--- config.mk ---
export PLATFORM = sky130hd
export DESIGN_NAME = adc_autorange_scaler_unit
export DESIGN_NICKNAME = d
export VERILOG_FILES = /design/src/aars_pkg.sv /design/src/adc_autorange_scaler_unit.sv /design/src/aars_ctrl.sv /design/src/aars_dp.sv
export SDC_FILE = /design/constraint.sdc
export NUM_CORES = 1
export LEC_CHECK = 0
export BUFFER_PORTS_ARGS = -buffer_cell sky130_fd_sc_hd__buf_4
export CAP_MARGIN = 0
export CELL_PAD_IN_SITES_DETAIL_PLACEMENT = 0
export CELL_PAD_IN_SITES_GLOBAL_PLACEMENT = 1
export CORE_ASPECT_RATIO = 1.4
export CORE_MARGIN = 2
export CORE_UTILIZATION = 54
export CTS_CLUSTER_DIAMETER = 80
export CTS_CLUSTER_SIZE = 20
export DETAILED_ROUTE_END_ITERATION = 6
export PLACE_DENSITY_LB_ADDON = 0.08
export RECOVER_POWER = 25
export SYNTH_ARGS = -nofsm -noshare
export SYNTH_HDL_FRONTEND = slang
export SYNTH_SLANG_ARGS = --single-unit
--- constraint.sdc ---
create_clock -name clk -period 13.6 [get_ports clk]
set_input_delay 1.36 -clock clk [delete_from_list [all_inputs] [get_ports clk]]
set_output_delay 1.36 -clock clk [all_outputs]
set_load 0.03 [all_outputs]
--- src/aars_pkg.sv ---
// ---------------------------------------------------------------------------
// aars_pkg: shared constants and types for the auto-ranging scaler
// Holds the fixed field widths, reset values and the command bundle that
// passes from the controller to the datapath.
// ---------------------------------------------------------------------------
package aars_pkg;

    // Fixed widths of the port fields
    localparam int RAW_W   = 10;
    localparam int SCALE_W = 8;
    localparam int POS_W   = 8;

    // Default sample width used by the datapath
    localparam int SAMPLE_BITS_DEF = 10;

    // Reset value of the full-scale register
    localparam logic [SCALE_W-1:0] FULL_SCALE_RESET = 8'd48;

    // One quotient bit per divide step; the quotient never exceeds full scale
    localparam int DIV_STEPS = POS_W;
    localparam int STEP_W    = $clog2(DIV_STEPS);

    // Commands from the controller to the datapath
    typedef struct packed {
        logic cfg_wr;    // write full-scale register
        logic load;      // take a sample word, widen the tracked range
        logic mul;       // form offset * full scale and the span
        logic div_step;  // one restoring divide step
        logic out_load;  // move the quotient into the output register
    } aars_cmd_t;

endpackage

--- src/adc_autorange_scaler_unit.sv ---
// ---------------------------------------------------------------------------
// adc_autorange_scaler_unit: auto-ranging converter sample scaler
// Tracks the running min and max of the samples and reports each sample's
// position (sample - min) * full_scale / (max - min) within that range.
//
//   channel  direction  handshake              payload
//   in       input      in_valid / in_ready    raw_sample
//   out      output     out_valid / out_ready  position, range_zero
//   cfg      input      cfg_valid / cfg_ready  cfg_data (full_scale)
//
// The accepting edge also widens the range; then come the product, 8 restoring
// divide steps and the output load, which raises out_valid.
// The divider forms one quotient bit per cycle, and one word is in work at once.
// A new word is taken while the previous result waits in the output register;
// the output load stalls until that register is free.
// Reset restores full_scale to 48 and both tracked limits to mid-scale.
// ---------------------------------------------------------------------------
module adc_autorange_scaler_unit
#(
    parameter int SAMPLE_BITS = aars_pkg::SAMPLE_BITS_DEF
)
(
    input  logic                         clk,
    input  logic                         rst_n,
    input  logic                         in_valid,
    output logic                         in_ready,
    input  logic [aars_pkg::RAW_W-1:0]   raw_sample,
    output logic                         out_valid,
    input  logic                         out_ready,
    output logic [aars_pkg::POS_W-1:0]   position,
    output logic                         range_zero,
    input  logic                         cfg_valid,
    output logic                         cfg_ready,
    input  logic [aars_pkg::SCALE_W-1:0] cfg_data
);
    import aars_pkg::*;

    aars_cmd_t cmd;

    // Sequencing controller
    aars_ctrl u_ctrl
    (
        .clk       (clk),
        .rst_n     (rst_n),
        .in_valid  (in_valid),
        .in_ready  (in_ready),
        .out_ready (out_ready),
        .out_valid (out_valid),
        .cfg_valid (cfg_valid),
        .cfg_ready (cfg_ready),
        .cmd       (cmd)
    );

    // Tracking and divide datapath
    aars_dp #(
        .SAMPLE_BITS (SAMPLE_BITS)
    ) u_dp
    (
        .clk        (clk),
        .rst_n      (rst_n),
        .cmd        (cmd),
        .raw_sample (raw_sample),
        .cfg_data   (cfg_data),
        .position   (position),
        .range_zero (range_zero)
    );

    // An empty range always reports position 0
    assert property (@(posedge clk) disable iff (!rst_n)
        out_valid && range_zero |-> position == '0)
        else $error("empty range with nonzero position");

    // Only one word is in work at a time
    assert property (@(posedge clk) disable iff (!rst_n)
        in_valid && in_ready |=> !in_ready)
        else $error("second word accepted while busy");

    // A result never overwrites one that has not been taken
    assert property (@(posedge clk) disable iff (!rst_n)
        cmd.out_load |-> !out_valid || out_ready)
        else $error("output register overwritten");

    // No two of load, product, divide step and output load issue together
    assert property (@(posedge clk) disable iff (!rst_n)
        $onehot0({cmd.load, cmd.mul, cmd.div_step, cmd.out_load}))
        else $error("conflicting datapath commands");

endmodule

--- src/aars_ctrl.sv ---
// ---------------------------------------------------------------------------
// aars_ctrl: sequencing controller
// Steps one sample word through product, divide and output load, and owns
// the handshake on all three channels.
// ---------------------------------------------------------------------------
module aars_ctrl
(
    input  logic                clk,
    input  logic                rst_n,
    input  logic                in_valid,
    output logic                in_ready,
    input  logic                out_ready,
    output logic                out_valid,
    input  logic                cfg_valid,
    output logic                cfg_ready,
    output aars_pkg::aars_cmd_t cmd
);
    import aars_pkg::*;

    localparam logic [1:0] ST_IDLE = 2'd0;
    localparam logic [1:0] ST_MUL  = 2'd1;
    localparam logic [1:0] ST_DIV  = 2'd2;
    localparam logic [1:0] ST_FIN  = 2'd3;

    localparam logic [STEP_W-1:0] LAST_STEP = STEP_W'(DIV_STEPS - 1);

    logic [1:0]        state_reg, state_next;
    logic [STEP_W-1:0] step_reg, step_next;
    logic              out_valid_reg, out_valid_next;
    logic              out_free;

    assign in_ready  = (state_reg == ST_IDLE);
    assign cfg_ready = 1'b1;
    assign out_valid = out_valid_reg;
    assign out_free  = !out_valid_reg || out_ready;

    // Next state, step count and commands
    always_comb
    begin
        state_next     = state_reg;
        step_next      = step_reg;
        out_valid_next = out_valid_reg && !out_ready;
        cmd            = '0;
        cmd.cfg_wr     = cfg_valid;
        unique case (state_reg)
            ST_IDLE:
            begin
                if (in_valid)
                begin
                    cmd.load   = 1'b1;
                    state_next = ST_MUL;
                end
            end
            ST_MUL:
            begin
                cmd.mul    = 1'b1;
                step_next  = '0;
                state_next = ST_DIV;
            end
            ST_DIV:
            begin
                cmd.div_step = 1'b1;
                step_next    = step_reg + 1'b1;
                if (step_reg == LAST_STEP)
                begin
                    state_next = ST_FIN;
                end
            end
            ST_FIN:
            begin
                // Hold until the output register is free
                if (out_free)
                begin
                    cmd.out_load   = 1'b1;
                    out_valid_next = 1'b1;
                    state_next     = ST_IDLE;
                end
            end
            default:
            begin
                state_next = ST_IDLE;
            end
        endcase
    end

    // Control registers
    always_ff @(posedge clk or negedge rst_n)
    begin
        if (!rst_n)
        begin
            state_reg     <= ST_IDLE;
            step_reg      <= '0;
            out_valid_reg <= 1'b0;
        end
        else
        begin
            state_reg     <= state_next;
            step_reg      <= step_next;
            out_valid_reg <= out_valid_next;
        end
    end

endmodule

--- src/aars_dp.sv ---
// ---------------------------------------------------------------------------
// aars_dp: tracking and scaling datapath
// Keeps the running min and max, forms the scaled offset and divides it by
// the span with a restoring divider, one quotient bit per step.
// ---------------------------------------------------------------------------
module aars_dp
#(
    parameter int SAMPLE_BITS = aars_pkg::SAMPLE_BITS_DEF
)
(
    input  logic                              clk,
    input  logic                              rst_n,
    input  aars_pkg::aars_cmd_t               cmd,
    input  logic [aars_pkg::RAW_W-1:0]        raw_sample,
    input  logic [aars_pkg::SCALE_W-1:0]      cfg_data,
    output logic [aars_pkg::POS_W-1:0]        position,
    output logic                              range_zero
);
    import aars_pkg::*;

    localparam int EXT_W  = (SAMPLE_BITS > RAW_W) ? SAMPLE_BITS : RAW_W;
    localparam int PROD_W = SAMPLE_BITS + SCALE_W;
    localparam logic [SAMPLE_BITS-1:0] MID_SCALE = {1'b0, {(SAMPLE_BITS-1){1'b1}}};

    logic [EXT_W-1:0]       raw_ext;
    logic [SAMPLE_BITS-1:0] sample_in;
    logic [SAMPLE_BITS-1:0] sample_reg;
    logic [SAMPLE_BITS-1:0] min_reg, min_next;
    logic [SAMPLE_BITS-1:0] max_reg, max_next;
    logic [SCALE_W-1:0]     scale_reg;
    logic [SAMPLE_BITS-1:0] span;
    logic [SAMPLE_BITS-1:0] offset;
    logic [PROD_W-1:0]      rem_reg;
    logic [PROD_W-1:0]      dvs_reg;
    logic [POS_W-1:0]       quo_reg;
    logic                   zero_reg;
    logic                   fits;
    logic [POS_W-1:0]       pos_reg;
    logic                   range_zero_reg;

    // Keep the low sample bits of the converter word
    assign raw_ext   = EXT_W'(raw_sample);
    assign sample_in = raw_ext[SAMPLE_BITS-1:0];

    // Widen the tracked range with the new sample
    assign min_next = (sample_in < min_reg) ? sample_in : min_reg;
    assign max_next = (sample_in > max_reg) ? sample_in : max_reg;

    assign span   = max_reg - min_reg;
    assign offset = sample_reg - min_reg;
    assign fits   = (rem_reg >= dvs_reg);

    // Full-scale register and tracked range
    always_ff @(posedge clk or negedge rst_n)
    begin
        if (!rst_n)
        begin
            scale_reg <= FULL_SCALE_RESET;
            min_reg   <= MID_SCALE;
            max_reg   <= MID_SCALE;
        end
        else
        begin
            if (cmd.cfg_wr)
            begin
                scale_reg <= cfg_data;
            end
            if (cmd.load)
            begin
                min_reg <= min_next;
                max_reg <= max_next;
            end
        end
    end

    // Product, divider and output registers
    always_ff @(posedge clk)
    begin
        if (cmd.load)
        begin
            sample_reg <= sample_in;
        end
        if (cmd.mul)
        begin
            rem_reg  <= PROD_W'(offset) * PROD_W'(scale_reg);
            // Align the divisor with the top quotient bit
            dvs_reg  <= PROD_W'(span) << (POS_W - 1);
            zero_reg <= (span == '0);
            quo_reg  <= '0;
        end
        else if (cmd.div_step)
        begin
            if (fits)
            begin
                rem_reg <= rem_reg - dvs_reg;
            end
            quo_reg <= {quo_reg[POS_W-2:0], fits};
            dvs_reg <= dvs_reg >> 1;
        end
        if (cmd.out_load)
        begin
            // Empty range: report position 0 and flag it
            pos_reg        <= zero_reg ? '0 : quo_reg;
            range_zero_reg <= zero_reg;
        end
    end

    assign position   = pos_reg;
    assign range_zero = range_zero_reg;

endmodule

==> Yosys cells after proc, flatten, opt, wreduce, memory -nomap -nowiden <==
Cells that the tools add are included.
{ "word_totals": {"register_bits": 97, "input_bits": 23, "out_inout_bits": 12, "word_cells": 60} }
{ "classes": {"add_sub_neg": 4, "mul": 1, "magnitude_cmp": 3, "n_eq_ne": 7, "mux": 18, "n_reduce_logical": 13} }
{ "ops": {"columns": ["cell", "n"], "rows": [
  ["$mux W18", 3],
  ["$mux W17", 2],
  ["$sub A10 B10 Y10", 2],
  ["$ge A18 B17 Y1", 1],
  ["$mul A10 B8 Y18", 1],
  ["$sub A18 B17 Y18", 1],
  ["$gt A10 B10 Y1", 1],
  ["$logic_not A10 Y1", 1],
  ["$lt A10 B10 Y1", 1],
  ["$mux W1", 8],
  ["$pmux W2 S4", 1],
  ["$mux W2", 3],
  ["$pmux W3 S2", 1],
  ["$reduce_and A2 Y1", 3],
  ["$reduce_bool A2 Y1", 3],
  ["$eq A2 B2 Y1 const B", 2],
  ["$ne A2 B1 Y1 const B", 2],
  ["$add A3 B1 Y3 const B", 1],
  ["$eq A3 B3 Y1 const B", 1],
  ["$reduce_and A3 Y1", 1],
  ["$eq A2 B1 Y1 const B", 1],
  ["$logic_not A1 Y1", 2],
  ["$logic_not A2 Y1", 1],
  ["$ne A2 B2 Y1 const B", 1],
  ["other kinds (2)", 2]
]} }

==> Depth between registers and ports, before layout <==
Gate-level depths: netlist of the first run.
{ "depth": {"word_depth": 4, "depth_mapped": 24} }

==> Hierarchy <==
Synthesis of the first run repeated with hierarchy kept, for this count alone.
{ "hier_totals": {"hier_cells": 939, "hier_area_um2": 8818.5} }
{ "modules_own_cells": {"columns": ["module", "n_inst", "cells_per_inst", "area_per_inst_um2"], "rows": [
  ["aars_dp", 1, 902, 8446.9],
  ["aars_ctrl", 1, 37, 371.6]
]} }

==> Least setup slack after synthesis of the first run <==
Ideal clock, no wire load.
{ "synth_path": {"path_kind": "register to register", "from": "register u_dp.min_reg[0]", "to": "register u_dp.rem_reg[15] (data pin)", "setup_ns": 0.268, "t_arrival_ns": 5.606, "required_ns": 13.332, "path_slack_ns": 7.725, "stages_incl_launch_ff": 22, "path_cell_list": "dfstp_2 > ha_1 > fa_1 > and2b_1 > o21ai_1 > a21oi_1 > a211oi_1 > or3_1 > buf_2 > mux2i_1 > fa_1 > fa_1 > fa_1 > inv_1 > fa_1 > inv_1 > ha_1 > a2111o_1 > o2111ai_1 > a31oi_1 > xnor2_1 > mux2i_1"} }
{ "synth_between": {"elab_chain_cells": 3} }
{ "synth_lines": {"columns": ["item", "line_no", "source"], "rows": [
  ["start, declared", "aars_dp.sv:28", "logic [SAMPLE_BITS-1:0] min_reg, min_next;"],
  ["start signal, assigned", "aars_dp.sv:70", "min_reg <= min_next;"],
  ["$sub A10 B10 Y10", "aars_dp.sv:50", "assign offset = sample_reg - min_reg;"],
  ["$mul A10 B8 Y18", "aars_dp.sv:85", "rem_reg <= PROD_W'(offset) * PROD_W'(scale_reg);"],
  ["$mux W18", "aars_dp.sv:83", "if (cmd.mul)"],
  ["end signal, assigned", "aars_dp.sv:85", null],
  ["end signal, assigned", "aars_dp.sv:95", "rem_reg <= rem_reg - dvs_reg;"],
  ["end, declared", "aars_dp.sv:33", "logic [PROD_W-1:0] rem_reg;"]
]} }
No other way between the ends.
A chain may end at the register's enable or synchronous reset.

==> Worst setup path in the final report of the first run <==
Same ends and word-level chain as after synthesis.

==> results of run 1 <==
[critical path: stages, from the launching register on]
cell       delay, ps
dfstp_2          390
ha_1             230
fa_1             460
and2b_1          210
o21ai_1           70
a21oi_1          200
a211oi_1          70
or3_1            580
mux2i_1          290
fa_1             470
fa_1             480
fa_1             540
inv_1             50
fa_1             520
inv_1             40
ha_1             360
a2111o_1         480
o2111ai_1        270
a31oi_1          140
xnor2_1          150
mux2i_1           80
[worst max-delay path by stage]
| stage | start | endpoint | slack [ps] | depth (start not counted) |
|---|---|---|---|---|
| floorplan | u_dp.min_reg[0] | u_dp.rem_reg[15] | 7730 | 21 |
| global placement | u_dp.min_reg[0] | u_dp.rem_reg[15] | 7390 | 20 |
| detailed placement | u_dp.min_reg[0] | u_dp.rem_reg[15] | 7230 | 20 |
| CTS | u_dp.min_reg[0] | u_dp.rem_reg[15] | 7220 | 20 |
| global route | u_dp.min_reg[0] | u_dp.rem_reg[15] | 6910 | 20 |
| finish | u_dp.min_reg[0] | u_dp.rem_reg[15] | 7240 | 20 |
[stage by stage]
stage / setup slack [ps] / hold slack, ps / instance area [sq um]
after detailed placement: 7230 / 503 / 9330
after global placement: 7390 / 474 / 9330
after floorplan: 7730 / 452 / 8940
after CTS: 7220 / 511 / 9680
after global routing: 6910 / 534 / 9640
final: 7240 / 510 / 9640
[logic make-up after synthesis]
| family | after synthesis |
|---|---|
| buffers and inverters | 155 |
| AND/OR/NAND/NOR | 287 |
| other | 1 |
| AO/OA/AOI/OAI | 162 |
| XOR/XNOR | 30 |
| multiplexers | 60 |
| flip-flops | 97 |
| adder cells (fa/ha/maj) | 149 |
[final cells by class]
cell class	instances	share of cell area
Timing Repair Buffer	36	0.0238
Multi-Input combinational cell	689	0.595
Inverter	122	0.0475
Clock buffer	11	0.0264
Clock inverter	5	0.00948
Tap cell	199	0.0258
Sequential cell	97	0.272
[cell usage after synthesis, types with 3 or more instances]
library cell    n
inv_1         122
ha_1           98
nand2_1        65
fa_1           51
edfxtp_1       48
nor2_1         48
a21oi_1        46
and2_1         40
nor2b_1        37
o21ai_0        36
mux2_2         30
mux2i_1        30
clkbuf_1       27
nand3_1        24
nand2b_1       22
dfstp_2        20
xnor2_1        19
nor3_1         16
dfxtp_1        15
dfrtp_1        14
a211oi_1       12
o21a_1         12
xor2_1         11
nand4_1         8
a21o_1          6
a22o_1          6
and3_1          6
or3_1           6
a31oi_1         4
o31ai_1         4
or2_2           4
buf_1           3
o2111ai_1       3
o211ai_1        3
o311ai_0        3
[layer usage]
metal,track usage,routed length [um]
met3,0.0283,546
met4,0.0813,480
met2,0.426,9990
met5,0,0
met1,0.283,8480
[layout by cell type, fill, tap and decap left out, drive strengths merged, types with 25 or more instances in the layout]
cell / Yosys / layout
inv: 122 / 125
edfxtp: 48 / 48
nor2b: 37 / 37
buf: 6 / 25
mux2i: 30 / 30
and2: 40 / 40
nor2: 48 / 48
mux2: 30 / 30
fa: 51 / 51
nand2: 65 / 65
o21ai: 39 / 39
a21oi: 46 / 46
ha: 98 / 98
==> flow_summary_export.csv, run 1 <==
group,metric,value,unit
layout,multi_input_area,0.00574,sq mm
drt,drt_iter0_drc,319,
drt,drc,0,
cts,cts_htree_levels,3,
synth,mappedNetlistArea,0.00894,sq mm
global_routing,grt_max_degree,59,
timing,rsz0062_at_grt,"no",
place,dp_hpwl,15400,um
global_routing,grt-ovfl-total,0,
worst_hold_path,min_path_cells,2,
setup_path,start_kind,"register",
floorplan,dieArea,0.0176,sq mm
flow_run,drv_cap,1,
synth,syn-num-nets,1113,
synth,synth_seq_cells,97,
global_routing,grt_use_total,0.233,
cts,cts.sinks,97,
timing,fin_crit_sh,0.468,
drt,routedWlPerCell,16.8,um
worst_hold_path,worstHoldStart,"u_dp.quo_reg[0]",
cts,insertion_delay,360,ps
setup_path,cp-end-kind,"register",
synth,synth-simple-area-share,0.166,
cts,cts_buffer_depth,2,
synth,synth_fa_ha_area_frac,0.251,
timing,maxSlewHeadroom,-0.311,
synth,synth_top_family_by_area,"adder cells",
synth,synth_compound_area_frac,0.123,
place,io_buffers,33,
setup_path,rr_worst_depth,20,
worst_hold_path,holdPathEnd,"u_dp.quo_reg[0]",
synth,syn_inst,941,
floorplan,die_x,113,um
floorplan,ios,35,
floorplan,placeableCoreArea,0.0162,sq mm
place,place_congestion,0.869,
timing,max_freq,157,MHz
cts,cts_tree,"yes",
layout,fin_cells,1159,
timing,period_minus_slack,6360,ps
layout,fin_util,0.596,
cts,clockRootBuffer,"clkbuf_16",
worst_hold_path,hold_path_class,"register to register",
timing,final_hold_viol_count,0,
timing,drv_slew,35,
floorplan,core.rowCount,55,
synth,netlist.top_cell.by_area,"edfxtp_1",
global_routing,grt_pass1_wl,33200,um
drt,firstDrtPassIters,5,
synth,syn_area_per_cell,9.50,sq um
global_routing,grt_pass1_vias,6985,
layout,drive_above_1_share,0.109,
setup_path,r2r-end,"u_dp.rem_reg[15]",
setup_path,regToRegStartpoint,"u_dp.min_reg[0]",
cts,cts_hold_buffers,0,
timing,setup_tns,0,ps
drt,wirelength,19500,um
timing,setup_viol,0,
timing,worst_slew_pin_slew,1970,ps
drt,vias,6669,
synth,synth_area_leaders,"edfxtp_1, ha_1, fa_1, dfstp_2, inv_1",
cts,cts_buffers,9,
cts,post_cts_resized,0,
setup_path,critical_path_required,13700,ps
timing,worst_clock_skew,8.34,ps
setup_path,path_max_fanout,8,
layout,syn2layout_area_growth,7.78,%
floorplan,die_h,156,um
global_routing,antenna_found_initial,0,
drt,vias_per_cell,5.75,
layout,diodes,0,
floorplan,start_util,0.553,
synth,synthMuxAreaShare,0.0714,
layout,final_net_count,1127,
synth,yosysWarningCount,0,
cts,cts.clk_slew.worst_paths,80,ps
layout,nFillCells,1406,
place,dp.cells,1143,
synth,synth-xor-area-share,0.0294,
drt,ant_nets,0,
synth,ys.flop_type,"edfxtp_1",
layout,largest_reg_flops,18,
synth,synth_edf_count,48,
setup_path,r2r_slack,7240,ps
synth,async_flop_share,0.351,
run_status,violations,"max-capacitance violations, max-slew violations",
synth,ys_types,69,
setup_path,critical_path_arrival,6460,ps
synth,synth_seq_area_share,0.293,
synth,yosysTopAreaCellShare,0.161,
run_status,status,"finished, violations left",
cts,cts_setup_buffers,0,
layout,seq_area,0.00262,sq mm
setup_path,critPathKind,"register to register",
Power of run 1 is left out: the tool's default activity adds up to more than one toggle a clock period on the data nets, which glitch-free logic cannot reach.
==> run 2: changes to the inputs <==
CORE_UTILIZATION = 50   (was 54)
clock period = 6.5 ns   (was 13.6 ns; I/O delays follow)
==> flow_summary_export.csv, run 2 (synthesis results as in run 1) <==
group,metric,value,unit
run_status,status,"finished, violations left",
worst_hold_path,hold_path_class,"register to register",
cts,cts.clk_slew.worst_paths,80,ps
layout,final_cell_mix,"inv_1, ha_1, nand2_1, fa_1",
cts,cts_buffer_depth,2,
global_routing,grt_max_degree,59,
layout,syn2layout_area_growth,8.37,%
setup_path,critical_path_required,6590,ps
timing,max_freq,163,MHz
place,place_congestion,0.919,
layout,final_area,0.00969,sq mm
cts,cts_hold_buffers,0,
global_routing,grt_pass1_wl,33000,um
floorplan,die_h,162,um
floorplan,core.rowCount,57,
global_routing,grt_use_total,0.219,
setup_path,critical_path_arrival,6210,ps
global_routing,grt-ovfl-total,0,
timing,drv_slew,35,
drt,drt_iter0_drc,353,
drt,wirelength,19300,um
cts,cts_htree_levels,3,
floorplan,die_x,117,um
layout,nFillCells,1614,
drt,ant_nets,0,
floorplan,start_util,0.512,
cts,clockRootBuffer,"clkbuf_16",
layout,drive_above_1_share,0.118,
place,io_buffers,33,
drt,vias,6591,
cts,cts.sinks,97,
cts,cts_buffers,9,
floorplan,dieArea,0.0190,sq mm
layout,diodes,0,
timing,setup_viol,0,
global_routing,grt_pass1_vias,6697,
setup_path,cp-end-kind,"register",
setup_path,path_max_fanout,6,
timing,worst_slew_pin_slew,2010,ps
place,dp_hpwl,15300,um
global_routing,antenna_found_initial,0,
drt,drc,0,
setup_path,start_kind,"register",
layout,layout_commonest_cell,"inv_1",
setup_path,cpMaxStageDelayCell,"fa_1",
timing,worst_clock_skew,9.41,ps
timing,period_minus_slack,6120,ps
run_status,violations,"max-capacitance violations, max-slew violations",
flow_run,drv_cap,1,
setup_path,critPathKind,"register to register",
drt,vias_per_cell,5.48,
floorplan,ios,35,
drt,firstDrtPassIters,5,
timing,maxSlewHeadroom,-0.343,
cts,insertion_delay,360,ps
setup_path,cpPeakStageDelay,540,ps
floorplan,placeableCoreArea,0.0175,sq mm
layout,largest_reg_flops,18,
layout,final_net_count,1134,
timing,final_hold_viol_count,0,
cts,cts_tree,"yes",
place,post_dp_cell_area,0.00942,sq mm
drt,routedWlPerCell,16.0,um
setup_path,path_common_cell,"fa_1",
setup_path,path_cells,"ha_1, fa_1, and2b_1, o21ai_1, a21oi_1, a211oi_1, or3_4, mux2i_1, fa_1, fa_1, fa_1, inv_1, fa_1, inv_1, ha_1, a2111o_1, o2111ai_1, a31oi_1, xnor2_1, mux2i_1",
timing,fin_crit_sh,0.942,
[run 2: repair_timing]
| item | in CTS | in global routing |
|---|---|---|
| resized for setup | 0 | 2 |
| setup endpoints to repair | 0 | 3 |
| setup buffers | 0 | 1 |
| endpoints found under the hold margin | 0 | 0 |
[run 2: path summary, 6_finish.rpt]
path                                 startpoint                   to  slack, ps  depth (start not counted)
worst max-delay path            u_dp.min_reg[0]     u_dp.rem_reg[15]        380                         20
worst min-delay path            u_dp.quo_reg[0]      u_dp.quo_reg[0]        520                          2
worst max register to register  u_dp.min_reg[0]     u_dp.rem_reg[15]        380                         20
worst min register to register  u_dp.quo_reg[0]      u_dp.quo_reg[0]        520                          2
max in group asynchronous                 rst_n  u_ctrl.state_reg[1]       4490                          1
min in group asynchronous                 rst_n    u_dp.scale_reg[3]        850                          1
[run 2: critical path, delay by kind of cell, from the launching register on]
| kind | cells | cell delay (ps) |
|---|---|---|
| XOR/XNOR | 1 | 160 |
| flip-flops | 1 | 390 |
| buffers and inverters | 2 | 90 |
| adder cells (fa/ha/maj) | 7 | 3020 |
| AO/OA/AOI/OAI | 6 | 1230 |
| AND/OR/NAND/NOR | 2 | 660 |
| multiplexers | 2 | 290 |
[run 2: cell type report]
| class | count | area, sq um | share of cell area |
|---|---|---|---|
| Clock inverter | 7 | 61.3 | 0.00633 |
| Tap cell | 236 | 295 | 0.0305 |
| Timing Repair Buffer | 43 | 282 | 0.0291 |
| Inverter | 122 | 458 | 0.0473 |
| Multi-Input combinational cell | 689 | 5750 | 0.593 |
| Clock buffer | 9 | 225 | 0.0232 |
| Sequential cell | 97 | 2620 | 0.270 |
[run 2: layer usage]
layer  GRT usage  part of all wire  wire (um)  vias to the layer above
li1            -                 -          -                     3257
met1       0.283              0.45       8640                     3201
met2       0.383              0.51       9880                      108
met3      0.0235             0.022        421                       25
met4      0.0636             0.018        347                        0
met5           0                 0          0                        -
[run 2: through the flow]
step                      setup TNS (ps)  utilization  setup WS, ps  instances  hold WS, ps
final                                  0        0.555           380       1203          520
after global routing               -30.5        0.555         -16.7       1203          527
after CTS                              0        0.556           273       1202          254
after detailed placement               0        0.539           306       1186          503
after global placement                 0        0.539           400       1186          468
after floorplan                        0            -           625        941          354
Power of run 2 is left out for the same reason.
